--- src/sfs_pkg.sv ---
// Shared types and constants for the servo frame scheduler.
`timescale 1ns / 1ps
package sfs_pkg;

    localparam int C_NUM_CHANNELS = 8;
    localparam int C_WIDTH_BITS   = 16;
    localparam int C_MILLIS_BITS  = 32;
    localparam int C_CHAN_BITS    = 4;

    localparam logic [4:0]  C_SLOT_LAST  = 5'd19;
    localparam logic [4:0]  C_PREP_LAST  = 5'd24;
    localparam logic [3:0]  C_SLOT_FIRST = 4'd2;
    localparam logic [3:0]  C_SLOT_END   = 4'd9;
    localparam logic [15:0] C_ON_DELAY   = 16'd15;
    localparam logic [7:0]  C_FS_HIGH    = 8'd10;
    localparam logic [7:0]  C_FS_LOAD    = 8'd11;
    localparam logic [7:0]  C_FS_FULL    = 8'd255;
    localparam logic [1:0]  C_FS_EVERY   = 2'd2;

    typedef enum logic [1:0] {
        CMD_TICK  = 2'd0,
        CMD_PULSE = 2'd1,
        CMD_WIDTH = 2'd2
    } t_cmd;

    typedef struct packed {
        logic                     start;
        logic [C_CHAN_BITS-1:0]   channel;
        logic [C_WIDTH_BITS-1:0]  on_compare;
        logic                     prepare;
        logic                     radio_live;
        logic [C_MILLIS_BITS-1:0] millis;
    } t_item_res;

endpackage

--- src/sfs_ram.sv ---
// Generic single-write, single-read RAM with a registered read port.
`timescale 1ns / 1ps
module sfs_ram #(
    parameter int WIDTH = 16,
    parameter int DEPTH = 9
) (
    input  logic                     i_clk,
    input  logic                     i_we,
    input  logic [$clog2(DEPTH)-1:0] i_waddr,
    input  logic [WIDTH-1:0]         i_wdata,
    input  logic                     i_re,
    input  logic [$clog2(DEPTH)-1:0] i_raddr,
    output logic [WIDTH-1:0]         o_rdata
);

    logic [WIDTH-1:0] r_mem [DEPTH];
    logic [WIDTH-1:0] r_rdata;

    always_ff @(posedge i_clk) begin
        if (i_we) begin
            r_mem[i_waddr] <= i_wdata;
        end
        if (i_re) begin
            r_rdata <= r_mem[i_raddr];
        end
    end

    assign o_rdata = r_rdata;

endmodule

--- src/sfs_ctrl.sv ---
// Frame timing, fail-safe counter and millisecond counter for each accepted item.
`timescale 1ns / 1ps
module sfs_ctrl
    import sfs_pkg::*;
#(
    parameter int NUM_CHANNELS = C_NUM_CHANNELS
) (
    input  logic                    i_clk,
    input  logic                    i_rst_n,
    input  logic                    i_cfg_we,
    input  logic                    i_cfg_data,
    input  logic                    i_accept,
    input  logic [1:0]              i_cmd,
    input  logic [C_WIDTH_BITS-1:0] i_timer_now,
    output t_item_res               o_res
);

    logic [4:0]               r_slot_cnt, n_slot_cnt;
    logic [4:0]               r_prep_cnt, n_prep_cnt;
    logic [1:0]               r_half, n_half;
    logic [7:0]               r_fs_cnt, n_fs_cnt;
    logic                     r_radio, n_radio;
    logic                     r_no_radio;
    logic [C_MILLIS_BITS-1:0] r_millis, n_millis;

    logic [3:0] slot;
    logic [3:0] slot_ch;
    logic [1:0] half_inc;
    logic       start;
    logic       prep;

    always_comb begin
        n_slot_cnt = r_slot_cnt;
        n_prep_cnt = r_prep_cnt;
        n_half     = r_half;
        n_fs_cnt   = r_fs_cnt;
        n_radio    = r_radio;
        n_millis   = r_millis;
        start      = 1'b0;
        prep       = 1'b0;
        slot       = 4'd0;
        slot_ch    = 4'd0;
        half_inc   = r_half + 2'd1;

        if (i_accept) begin
            unique case (t_cmd'(i_cmd))
                CMD_TICK: begin
                    n_millis   = r_millis + 1'b1;
                    n_slot_cnt = (r_slot_cnt == C_SLOT_LAST) ? 5'd0 : r_slot_cnt + 5'd1;
                    n_prep_cnt = (r_prep_cnt == C_PREP_LAST) ? 5'd0 : r_prep_cnt + 5'd1;
                    slot       = n_slot_cnt[4:1];
                    slot_ch    = slot - 4'd1;
                    start      = n_slot_cnt[0] && (slot >= C_SLOT_FIRST)
                                 && (slot <= C_SLOT_END)
                                 && (slot_ch <= C_CHAN_BITS'(NUM_CHANNELS));
                    if (n_prep_cnt == 5'd0 && !r_no_radio) begin
                        prep = 1'b1;
                        if (half_inc >= C_FS_EVERY) begin
                            n_half = 2'd0;
                            priority if (r_fs_cnt == 8'd0) begin
                                n_radio = 1'b0;
                            end else if (r_fs_cnt >= C_FS_HIGH) begin
                                n_radio  = 1'b1;
                                n_fs_cnt = C_FS_LOAD;
                            end else begin
                                n_fs_cnt = r_fs_cnt - 8'd1;
                            end
                        end else begin
                            n_half = half_inc;
                        end
                    end
                end
                CMD_PULSE: begin
                    if (r_fs_cnt != C_FS_FULL) begin
                        n_fs_cnt = r_fs_cnt + 8'd1;
                    end
                end
                default: begin
                end
            endcase
        end

        if (i_cfg_we && i_cfg_data) begin
            n_radio = 1'b1;
        end

        o_res.start      = start;
        o_res.channel    = start ? slot_ch : 4'd0;
        o_res.on_compare = start ? i_timer_now + C_ON_DELAY : '0;
        o_res.prepare    = prep;
        o_res.radio_live = r_no_radio | n_radio;
        o_res.millis     = n_millis;
    end

    always_ff @(posedge i_clk) begin
        if (!i_rst_n) begin
            r_slot_cnt <= '0;
            r_prep_cnt <= '0;
            r_half     <= '0;
            r_fs_cnt   <= '0;
            r_radio    <= 1'b0;
            r_no_radio <= 1'b0;
            r_millis   <= '0;
        end else begin
            r_slot_cnt <= n_slot_cnt;
            r_prep_cnt <= n_prep_cnt;
            r_half     <= n_half;
            r_fs_cnt   <= n_fs_cnt;
            r_radio    <= n_radio;
            r_millis   <= n_millis;
            if (i_cfg_we) begin
                r_no_radio <= i_cfg_data;
            end
        end
    end

endmodule

--- src/servo_frame_scheduler_failsafe.sv ---
// Top level of the servo frame scheduler with radio fail-safe.
// An item passes through the first stage with the width RAM read, then through the output register.
// Throughput: one item per cycle while i_ready does not stall the output; the pulse-width RAM read is the extra stage.
// Reset (synchronous, active low) clears all counters, flags and the valid bits of the pipeline stages.
// Pulse widths read as zero until written, tracked by one valid flag per width RAM entry.
`timescale 1ns / 1ps
module servo_frame_scheduler_failsafe
    import sfs_pkg::*;
#(
    parameter int NUM_CHANNELS = C_NUM_CHANNELS
) (
    input  logic                     i_clk,
    input  logic                     i_rst_n,
    input  logic                     i_cfg_we,
    input  logic                     i_cfg_data,
    input  logic                     i_valid,
    output logic                     o_ready,
    input  logic [1:0]               i_cmd,
    input  logic [C_WIDTH_BITS-1:0]  i_timer_now,
    input  logic [C_CHAN_BITS-1:0]   i_channel,
    input  logic [C_WIDTH_BITS-1:0]  i_width,
    output logic                     o_valid,
    input  logic                     i_ready,
    output logic                     o_start_valid,
    output logic [C_CHAN_BITS-1:0]   o_start_channel,
    output logic [C_WIDTH_BITS-1:0]  o_on_compare,
    output logic [C_WIDTH_BITS-1:0]  o_off_compare,
    output logic                     o_prepare_outputs,
    output logic                     o_radio_live,
    output logic [C_MILLIS_BITS-1:0] o_millis
);

    localparam int DEPTH = NUM_CHANNELS + 1;
    localparam int AW    = $clog2(DEPTH);

    t_item_res              res;
    logic                   accept;
    logic                   s1_adv;
    logic                   wr_en;
    logic [C_WIDTH_BITS-1:0] rdata;
    logic [C_WIDTH_BITS-1:0] width_used;

    logic                    r_s1_valid;
    t_item_res               r_s1_res;
    logic                    r_s1_wvld;
    logic [DEPTH-1:0]        r_wvalid;
    logic                    r_out_valid;
    t_item_res               r_out_res;
    logic [C_WIDTH_BITS-1:0] r_out_off;

    assign o_ready = !r_s1_valid || !r_out_valid || i_ready;
    assign accept  = i_valid && o_ready;
    assign s1_adv  = r_s1_valid && (!r_out_valid || i_ready);
    assign wr_en   = accept && (t_cmd'(i_cmd) == CMD_WIDTH)
                     && (i_channel <= C_CHAN_BITS'(NUM_CHANNELS));

    sfs_ctrl #(
        .NUM_CHANNELS(NUM_CHANNELS)
    ) u_ctrl (
        .i_clk      (i_clk),
        .i_rst_n    (i_rst_n),
        .i_cfg_we   (i_cfg_we),
        .i_cfg_data (i_cfg_data),
        .i_accept   (accept),
        .i_cmd      (i_cmd),
        .i_timer_now(i_timer_now),
        .o_res      (res)
    );

    sfs_ram #(
        .WIDTH(C_WIDTH_BITS),
        .DEPTH(DEPTH)
    ) u_width_ram (
        .i_clk  (i_clk),
        .i_we   (wr_en),
        .i_waddr(i_channel[AW-1:0]),
        .i_wdata(i_width),
        .i_re   (accept),
        .i_raddr(res.channel[AW-1:0]),
        .o_rdata(rdata)
    );

    assign width_used = (r_s1_wvld && r_s1_res.start) ? rdata : '0;

    always_ff @(posedge i_clk) begin
        if (!i_rst_n) begin
            r_s1_valid  <= 1'b0;
            r_out_valid <= 1'b0;
            r_wvalid    <= '0;
        end else begin
            if (accept) begin
                r_s1_valid <= 1'b1;
            end else if (s1_adv) begin
                r_s1_valid <= 1'b0;
            end
            if (s1_adv) begin
                r_out_valid <= 1'b1;
            end else if (i_ready) begin
                r_out_valid <= 1'b0;
            end
            if (wr_en) begin
                r_wvalid[i_channel[AW-1:0]] <= 1'b1;
            end
        end
    end

    always_ff @(posedge i_clk) begin
        if (accept) begin
            r_s1_res  <= res;
            r_s1_wvld <= r_wvalid[res.channel[AW-1:0]];
        end
        if (s1_adv) begin
            r_out_res <= r_s1_res;
            r_out_off <= r_s1_res.start ? r_s1_res.on_compare + width_used : '0;
        end
    end

    assign o_valid           = r_out_valid;
    assign o_start_valid     = r_out_res.start;
    assign o_start_channel   = r_out_res.channel;
    assign o_on_compare      = r_out_res.on_compare;
    assign o_off_compare     = r_out_off;
    assign o_prepare_outputs = r_out_res.prepare;
    assign o_radio_live      = r_out_res.radio_live;
    assign o_millis          = r_out_res.millis;

endmodule
--- config.mk ---
export PLATFORM = sky130hd
export DESIGN_NAME = servo_frame_scheduler_failsafe
export DESIGN_NICKNAME = d
export VERILOG_FILES = /design/src/sfs_pkg.sv /design/src/sfs_ram.sv /design/src/sfs_ctrl.sv /design/src/servo_frame_scheduler_failsafe.sv
export SDC_FILE = /design/constraint.sdc
export NUM_CORES = 1
export LEC_CHECK = 0
export BUFFER_PORTS_ARGS = -buffer_cell sky130_fd_sc_hd__buf_4
export CAP_MARGIN = 20
export CORE_ASPECT_RATIO = 1.75
export CORE_MARGIN = 5
export CORE_UTILIZATION = 42
export DETAILED_ROUTE_END_ITERATION = 8
export PLACE_DENSITY = 0.58
export RECOVER_POWER = 100
export SETUP_SLACK_MARGIN = 0.4
export SLEW_MARGIN = 15
export SYNTH_ARGS = -nofsm -noshare
export SYNTH_HDL_FRONTEND = slang
export SYNTH_SLANG_ARGS = --single-unit
--- constraint.sdc ---
create_clock -name i_clk -period 20.4 [get_ports i_clk]
set_clock_uncertainty 0.1 [all_clocks]
set_input_delay 3.06 -clock i_clk [delete_from_list [all_inputs] [get_ports i_clk]]
set_output_delay 3.06 -clock i_clk [all_outputs]
set_load 0.05 [all_outputs]
* Word level (Yosys, flattened, before mapping) *
Memory sizes are Yosys's and may differ from the RTL's. A register that Yosys moved wholly into a read port is not among the register bits.
Cells that the tools add are included.

cells by class
  equality and inequality tests = 9
  bitwise operators = 2
  muxes and demuxes = 35
  reductions and logical operators = 26
  add/sub/neg operators = 9
  magnitude comparators = 9

operator list
  operator                 count
  $mux W32                 2
  $mux W8                  5
  $add A32 B1 Y32 const B  1
  $mux W1                  18
  $add A16 B16 Y16         1
  $add A16 B4 Y16 const B  1
  $mux W16                 1
  $pmux W8 S2              1
  $le A4 B4 Y1 const B     3
  $mux W4                  3
  $logic_and A1 B1 Y1      11
  $add A5 B1 Y5 const B    2
  $eq A5 B5 Y1 const B     2
  $lt A4 B5 Y1 const B     2
  $mux W5                  2
  $or A9 B9 Y9             1
  $add A8 B1 Y8 const B    1
  $ge A8 B4 Y1 const B     1
  $logic_not A8 Y1         1
  $ne A8 B8 Y1 const B     1
  $sub A8 B1 Y8 const B    1
  $ne A2 B1 Y1 const B     3
  $reduce_and A6 Y1        1
  $reduce_bool A2 Y1       3
  18 further kinds         22

storage, ports and cells
  logic and storage cells = 115
  bits of input ports = 44
  output and inout bits = 73
  memories kept = 1
  bits in registers = 192
  RAM bits = 144

memories
  memory             words  width  rd ports  clocked after Yosys merged registers in  wr ports  line           RTL
  u_width_ram.r_mem  9      16     1         1                                        1         sfs_ram.sv:16  logic [WIDTH-1:0] r_mem [DEPTH];

* Logic depth before layout (Yosys ltp) *
Gate-level depths: netlist (run 1).

  word-level depth = 11
  depth in mapped cells = 17
  gate-level depth less buffers = 14

* Hierarchy *
Synthesis (run 1) repeated with hierarchy kept, for this count alone.

unflattened totals
  cells, all modules = 1087
  area total of the unflattened synthesis = 14966.9 µm²

by module, submodules not included
  module                          seq. area each (µm²)  times used  cells an instance  area each (µm²)
  sfs_ram                         4804.6                1           323                6185.9
  servo_frame_scheduler_failsafe  4033.9                1           329                5306.3
  sfs_ctrl                        1081.0                1           435                3474.6

* Least setup slack after synthesis (run 1) *
Ideal clock, no wire load.

  path kind = input-to-reg
  from = input port i_ready
  to = register r_out_res (netlist bit o_millis[0]) (enable)
  required time = 19.692 ns
  stages = 2
  buffers on the path = 0
  setup time = 0.608 ns
  data arrival time = 8.259 ns
  setup slack = 11.433 ns
  cell sequence = inv_1 -> a21boi_0

on the way
  word-level cells in the longest chain between the ends = 2

RTL lines
  item                    line                                   RTL
  start: declaration      servo_frame_scheduler_failsafe.sv:23   input logic i_ready,
  $logic_or A1 B1 Y1      servo_frame_scheduler_failsafe.sv:53   assign s1_adv = r_s1_valid && (!r_out_valid || i_ready);
  $logic_and A1 B1 Y1     servo_frame_scheduler_failsafe.sv:53
  named net s1_adv        servo_frame_scheduler_failsafe.sv:38   logic s1_adv;
  end signal: assignment  servo_frame_scheduler_failsafe.sv:113  r_out_res <= r_s1_res;
  end: declaration        servo_frame_scheduler_failsafe.sv:48   t_item_res r_out_res;

The timed path passes the listed nets, and every way through them passes these cells.
A chain may end at the register's enable or synchronous reset.

* Worst setup path in the final report (run 1) *
  from = input port i_ready
  to = memory u_width_ram.r_mem[4][11] (enable)

on the way
  word-level cells in the longest chain between the ends = 6

RTL lines
  item                           line                                  RTL
  $logic_or A1 B1 Y1             servo_frame_scheduler_failsafe.sv:51  assign o_ready = !r_s1_valid || !r_out_valid || i_ready;
  $logic_and A1 B1 Y1            servo_frame_scheduler_failsafe.sv:52  assign accept = i_valid && o_ready;
  named net accept               servo_frame_scheduler_failsafe.sv:37  logic accept;
  $logic_and A1 B1 Y1            servo_frame_scheduler_failsafe.sv:54  assign wr_en = accept && (t_cmd'(i_cmd) == CMD_WIDTH)
  $logic_and A1 B1 Y1            servo_frame_scheduler_failsafe.sv:55  && (i_channel <= C_CHAN_BITS'(NUM_CHANNELS));
  $mux W1                        sfs_ram.sv:20                         if (i_we) begin
  $mux W1 (not written as such)  sfs_ram.sv:21                         r_mem[i_waddr] <= i_wdata;
  end: declaration               sfs_ram.sv:16

The timed path passes the listed nets, and every way through them passes these cells.

==> impl_metrics.toml, run 1 <==
[status]
run_status = "finished with violations"
violations = "max-capacitance violations, max-slew violations"

[sta]
min_period_ns = 10.46
tns_ns = 0
rsz0062_at_grt = "no"
fmax_mhz = 95.6
setup_viol = 0
max_slew_margin_pct = -230
finalCritPeriodShare_pct = 51.3
hold_violations = 0
tightestPinTransition_ns = 4.95
slew_viol_final = 289

[placement]
port_buffers = 116
hpwl_um = 22000
gp_congestion = 0.818

[global_routing]
antenna_found_initial = 0
grtUsageTotal_pct = 16.5
grt_pass1_vias = 9021
grt_max_degree = 76
grt_first_pass_wirelength_um = 50200
overflow = 0

[finish]
nets = 1325
most-common-layout-cells = "edfxtp_1, nand2_1, clkbuf_1, nor2_1, dfxtp_1"
area_growth_syn_to_layout_pct = 13.4
final_common_cell = "edfxtp_1"
fillers = 3123
drive_gt1_share_pct = 7.84
antennaDiodeCount = 0

[yosys]
synth_ff_type = "edfxtp_1"
yosys_warnings = 0
synth_seq_cells = 352
synth.distinct_cells = 68
synthArstFlopShare_pct = 0
synthCells = 1139
synth_edf_count = 287
seq_area_frac_synth_pct = 67.2
netlist_area_um2 = 14800
syn-num-nets = 1212
synth_area_per_cell_um2 = 13.0

[clock_network]
clock_latency_ns = 0.57
clock_path_buffers = 3
post_cts_buffers = 0
cts_tree = "built"
cts_resized = 0
cts.sinks = 352
clockRootBuffer = "clkbuf_16"
path_clk_slew_ns = 0.07
htreeDepth = 1
ctsHoldBuffers = 0
cts_made_buffers = 31

[floorplan]
die_y_um = 258
die_x_um = 152
core_area_um2 = 34600
die-area_um2 = 39100
initial_core_util_pct = 42.7
num_io_pins = 117
num_rows = 90

[drt]
vias = 9191
drtPass1Iterations = 5
wire_per_inst_um = 19.0
vias_per_cell = 5.29
initialDrtViolationCount = 515
routed_wl_um = 33000
drc = 0
ant_nets = 0

[job]
maxCapViolations = 7

[setup_path]
crit_family = "simple AND/OR/NAND/NOR gates"
timing.critical_path.to_type = "flip-flop"
critPathKind = "input pin to flip-flop"
cp.arrival_ns = 10.49
cp-start-kind = "input pin"
crit_path_frequent_cell = "nand3b_1"
cp_data_required_time_ns = 20.43
rrSetupSlack_ns = 12.14
cp_slowest_cell = "and2_0"
r2r_end = "u_width_ram.r_mem[4][11]"
cp_max_fo = 75
cpPeakStageDelay_ns = 3.56
rr_worst_depth = 5
timing.rr.start = "o_valid"
crit_path_cell_trace = "clkbuf_4 > nand3b_1 > and2_0 > nand3b_1 > or3b_2 > nor3_1"
critPathBufInv = 1

[power]
sw_frac_of_total_pct = 22.5
p_leak_uw = 0.00580
comb_power_share_pct = 6.4
p_int_uw = 1150
total_power_uw = 1490
clkPwrFrac_pct = 39.5
p_seq_share_pct = 54.1
switchingPower_uw = 334
powerDensity_nw_per_um2 = 88.8
ir_drop_mv = 0.0729

[min_path]
hold_path_end = "o_millis[3]"
whs_path_depth = 0
hold_path.startpoint = "r_s1_res[3]"
hp-class = "flip-flop to flip-flop"
cells in the mapped netlist (19+ instances only):
| master | n | area share (%) |
|---|---|---|
| nor2_1 | 103 | 2.6 |
| ha_1 | 28 | 2.4 |
| nand3_1 | 40 | 1.4 |
| o21ai_0 | 25 | 0.85 |
| dfxtp_1 | 65 | 8.8 |
| nand2_1 | 125 | 3.2 |
| xnor2_1 | 28 | 1.7 |
| clkbuf_1 | 37 | 0.94 |
| inv_1 | 28 | 0.71 |
| xor2_1 | 30 | 1.8 |
| mux2i_1 | 19 | 1.3 |
| a211oi_1 | 20 | 1.0 |
| and3_1 | 26 | 1.1 |
| a21oi_1 | 29 | 0.98 |
| and2_1 | 37 | 1.6 |
| edfxtp_1 | 287 | 58 |
| nor4_1 | 22 | 0.93 |
stage by stage:
stage	util [%]	hold WS [ns]	std cells	setup slack [ns]	instance area [um^2]
after global placement	46.6	0.301	1677	13.46	16100
final	48.4	0.316	1736	9.94	16700
after detailed placement	46.7	0.305	1678	13.43	16100
after global routing	48.4	0.332	1736	9.01	16700
after CTS	49.6	0.322	1735	13.43	17100
after floorplan	-	0.300	1139	11.43	14800
power groups by stage:
stage | Sequential [uW] | Clock [uW] | Combinational [uW]
floorplan | 838 | 0 | 45.3
global placement | 818 | 0 | 103
detailed placement | 818 | 0 | 104
CTS | 802 | 603 | 105
global route | 805 | 628 | 104
finish | 804 | 587 | 95.3
final cells by class:
class	instances	area [um^2]	area share [%]
Sequential cell	352	9920	59.3
Tap cell	460	576	3.44
Multi-Input combinational cell	706	4490	26.8
Inverter	30	113	0.673
Clock buffer	41	813	4.86
Timing Repair Buffer	131	623	3.72
Clock inverter	16	198	1.18
cells by family after synthesis:
kind of cell / after synthesis / share of synthesized area (%)
AND/OR/NAND/NOR: 436 / 14.9
flip-flops: 352 / 67.2
AO/OA/AOI/OAI: 163 / 8.15
buffers and inverters: 81 / 2.27
XOR/XNOR: 59 / 3.60
adder cells (fa/ha/maj): 29 / 2.51
multiplexers: 19 / 1.29
worst max path at each step:
| stage | end | start | depth (start not counted) |
|---|---|---|---|
| floorplan | o_millis[0] | i_ready | 2 |
| global placement | o_ready | i_ready | 3 |
| detailed placement | o_ready | i_ready | 3 |
| CTS | o_ready | i_ready | 3 |
| global route | u_width_ram.r_mem[0][4] | i_ready | 6 |
| finish | u_width_ram.r_mem[4][11] | i_ready | 6 |
registers in the layout, indices dropped and copies added, names as in the netlist:
register	count
u_ctrl.r_radio	1
u_ctrl.r_millis	32
o_start_channel	4
u_ctrl.r_no_radio	1
u_ctrl.r_prep_cnt	5
u_ctrl.r_fs_cnt	8
o_radio_live	1
u_width_ram.r_mem	144
r_wvalid	9
o_on_compare	16
o_off_compare	16
o_prepare_outputs	1
u_ctrl.r_half	2
r_s1_valid	1
o_valid	1
o_start_valid	1
r_s1_wvld	1
u_width_ram.o_rdata	16
r_s1_res	55
o_millis	32
u_ctrl.r_slot_cnt	5
routing by layer:
layer | track usage (%) | wire (um) | up-vias
met3 | 1.82 | 1590 | 41
met5 | 0 | 0 | -
met1 | 19.1 | 12800 | 4463
met2 | 31.2 | 18000 | 240
li1 | - | - | 4447
met4 | 4.92 | 690 | 0
No activity file was read; power rests on OpenSTA's default activity.
==> run 2, diff against run 1 <==
==> constraint.sdc (replaced) <==
create_clock -name i_clk -period 11 [get_ports i_clk]
set_clock_uncertainty 0.1 [all_clocks]
set_input_delay 1.65 -clock i_clk [delete_from_list [all_inputs] [get_ports i_clk]]
set_output_delay 1.65 -clock i_clk [all_outputs]
set_load 0.05 [all_outputs]
==> run 2 against run 1 <==
The flow still finishes with violations (max-capacitance violations, max-slew violations). Largest power group unchanged. Highest routed layer unchanged. Wire length down 2.1%. Critical endpoint is now u_width_ram.o_rdata[2]. Sequential power grew 85%. Total power rose by 88%. First-iteration DRC count up 60%.
==> impl_metrics.toml, run 2 (synthesis gave the netlist of run 1 again) <==
[finish]
largest_reg_flops = 144
final_common_cell = "edfxtp_1"
most-common-layout-cells = "edfxtp_1, nand2_1, clkbuf_1, nor2_1, dfxtp_1"
regMostFlops = "u_width_ram.r_mem"
antennaDiodeCount = 0
drive_gt1_share_pct = 7.44
seq_area_um2 = 9920
nets = 1325
top_regs = "u_width_ram.r_mem x144, r_s1_res x55"
area_growth_syn_to_layout_pct = 13.6
multi_input_area_um2 = 4490
fillers = 3083

[setup_path]
timing.critical_path.to_type = "flip-flop"
cp-start-kind = "flip-flop"
cp_data_required_time_ns = 11.29
crit_family = "simple AND/OR/NAND/NOR gates"
timing.rr.start = "u_ctrl.r_slot_cnt[0]"
critPathKind = "flip-flop to flip-flop"
cp_slowest_cell = "nor3_1"
critPathBufInv = 3
crit_path_cell_trace = "ha_1 > nand4bb_1 > nand2_1 > clkbuf_1 > clkinv_1 > clkbuf_1 > ha_1 > o21ai_0 > o31a_1 > nor3_1 > a221oi_1 > a211oi_1"
cp_max_fo = 40
cpPeakStageDelay_ns = 1.94
cp.arrival_ns = 7.46
cp-startpoint = "u_ctrl.r_slot_cnt[0]"

[power]
ir_drop_mv = 0.121
p_leak_uw = 0.00580
powerDensity_nw_per_um2 = 167

[global_routing]
grt_first_pass_wirelength_um = 50200
overflow = 0
grt_max_degree = 76
grt_pass1_vias = 9144
antenna_found_initial = 0
grtUsageTotal_pct = 16.4

[sta]
setup_viol = 0
tns_ns = 0
max_slew_margin_pct = -143
fmax_mhz = 140
worst_slack_ns = 3.83
finalCritPeriodShare_pct = 65.2
hold_violations = 0
slew_viol_final = 214
tightestPinTransition_ns = 3.65
rsz0062_at_grt = "no"
min_period_ns = 7.17

[drt]
vias_per_cell = 5.30
vias = 9208
wire_per_inst_um = 18.6
initialDrtViolationCount = 825
ant_nets = 0
drc = 0
routed_wl_um = 32300
drtPass1Iterations = 5

[floorplan]
initial_core_util_pct = 42.7
die_y_um = 258
num_rows = 90
die_x_um = 152
num_io_pins = 117
core_area_um2 = 34600
die-area_um2 = 39100

[clock_network]
path_clk_slew_ns = 0.06
clock_latency_ns = 0.58
cts.sinks = 352
htreeDepth = 1
post_cts_buffers = 0
ctsHoldBuffers = 0
clock_path_buffers = 3
cts_made_buffers = 31
cts_tree = "built"
cts_resized = 0
clockRootBuffer = "clkbuf_16"

[job]
maxCapViolations = 5

[placement]
gp_congestion = 0.846
hpwl_um = 22300
port_buffers = 116
dp_slack_ns = 6.21

[min_path]
hp-class = "flip-flop to flip-flop"
hold_path.startpoint = "r_s1_res[16]"

[status]
violations = "max-capacitance violations, max-slew violations"
run_status = "finished with violations"
-- run 2: changes by cell type in the layout (fill, tap and decap cells not counted), moves of 2 or more --
cell | before | now
clkinv_2 | 7 | 4
clkinv_4 | 3 | 1
clkinv_1 | 1 | 7
clkbuf_8 | 0 | 3
buf_4 | 29 | 27
-- run 2: final cells by class --
class                           count  area share, %
Clock buffer                       40           5.01
Inverter                           30          0.672
Multi-Input combinational cell    706           26.8
Clock inverter                     18           1.32
Timing Repair Buffer              131           3.54
Sequential cell                   352           59.2
Tap cell                          460           3.44
-- run 2: worst paths after layout --
kind / to / slack [ns] / cells after the start
min reg2reg: o_millis[16] / 0.32 / 0
max: u_width_ram.o_rdata[2] / 3.83 / 12
min: o_millis[16] / 0.32 / 0
max reg2reg: u_width_ram.o_rdata[2] / 3.83 / 12
-- run 2: per-stage QoR --
| step | utilization (%) | hold slack (ns) | total power (uW) | area (um^2) | cells |
|---|---|---|---|---|---|
| final | 48.5 | 0.316 | 2790 | 16800 | 1737 |
| after global routing | 48.5 | 0.329 | 2890 | 16800 | 1737 |
| after CTS | 49.7 | 0.319 | 2840 | 17200 | 1737 |
| after detailed placement | 46.6 | 0.305 | 1710 | 16100 | 1679 |
| after global placement | 46.6 | 0.302 | 1710 | 16100 | 1679 |
| after floorplan | - | 0.300 | 1640 | 14800 | 1139 |
-- run 2: routing by layer --
| layer | vias to the layer above | global-route usage (%) | wire (um) |
|---|---|---|---|
| met2 | 274 | 29.6 | 16900 |
| met4 | 0 | 6.00 | 1060 |
| met3 | 59 | 1.86 | 1520 |
| li1 | 4454 | - | - |
| met1 | 4421 | 19.8 | 12800 |
| met5 | - | 0 | 0 |
-- run 2: worst register-to-register path, cell delays in order, from the launching register on --
cell and delay, ns:
dfxtp_1 0.34, ha_1 0.33, nand4bb_1 0.21, nand2_1 0.09, clkbuf_1 0.52, clkinv_1 0.14, clkbuf_1 1.43, ha_1 0.37
o21ai_0 0.09, o31a_1 0.77, nor3_1 1.96, a221oi_1 0.31, a211oi_1 0.33
-- run 2: where the power goes --
part | leakage [uW] | switching [uW] | internal (uW)
combinational | 0.00206 | 133 | 45.1
clock | 0.000514 | 472 | 655
sequential | 0.00322 | 15.7 | 1470
total | 0.00580 | 620 | 2170
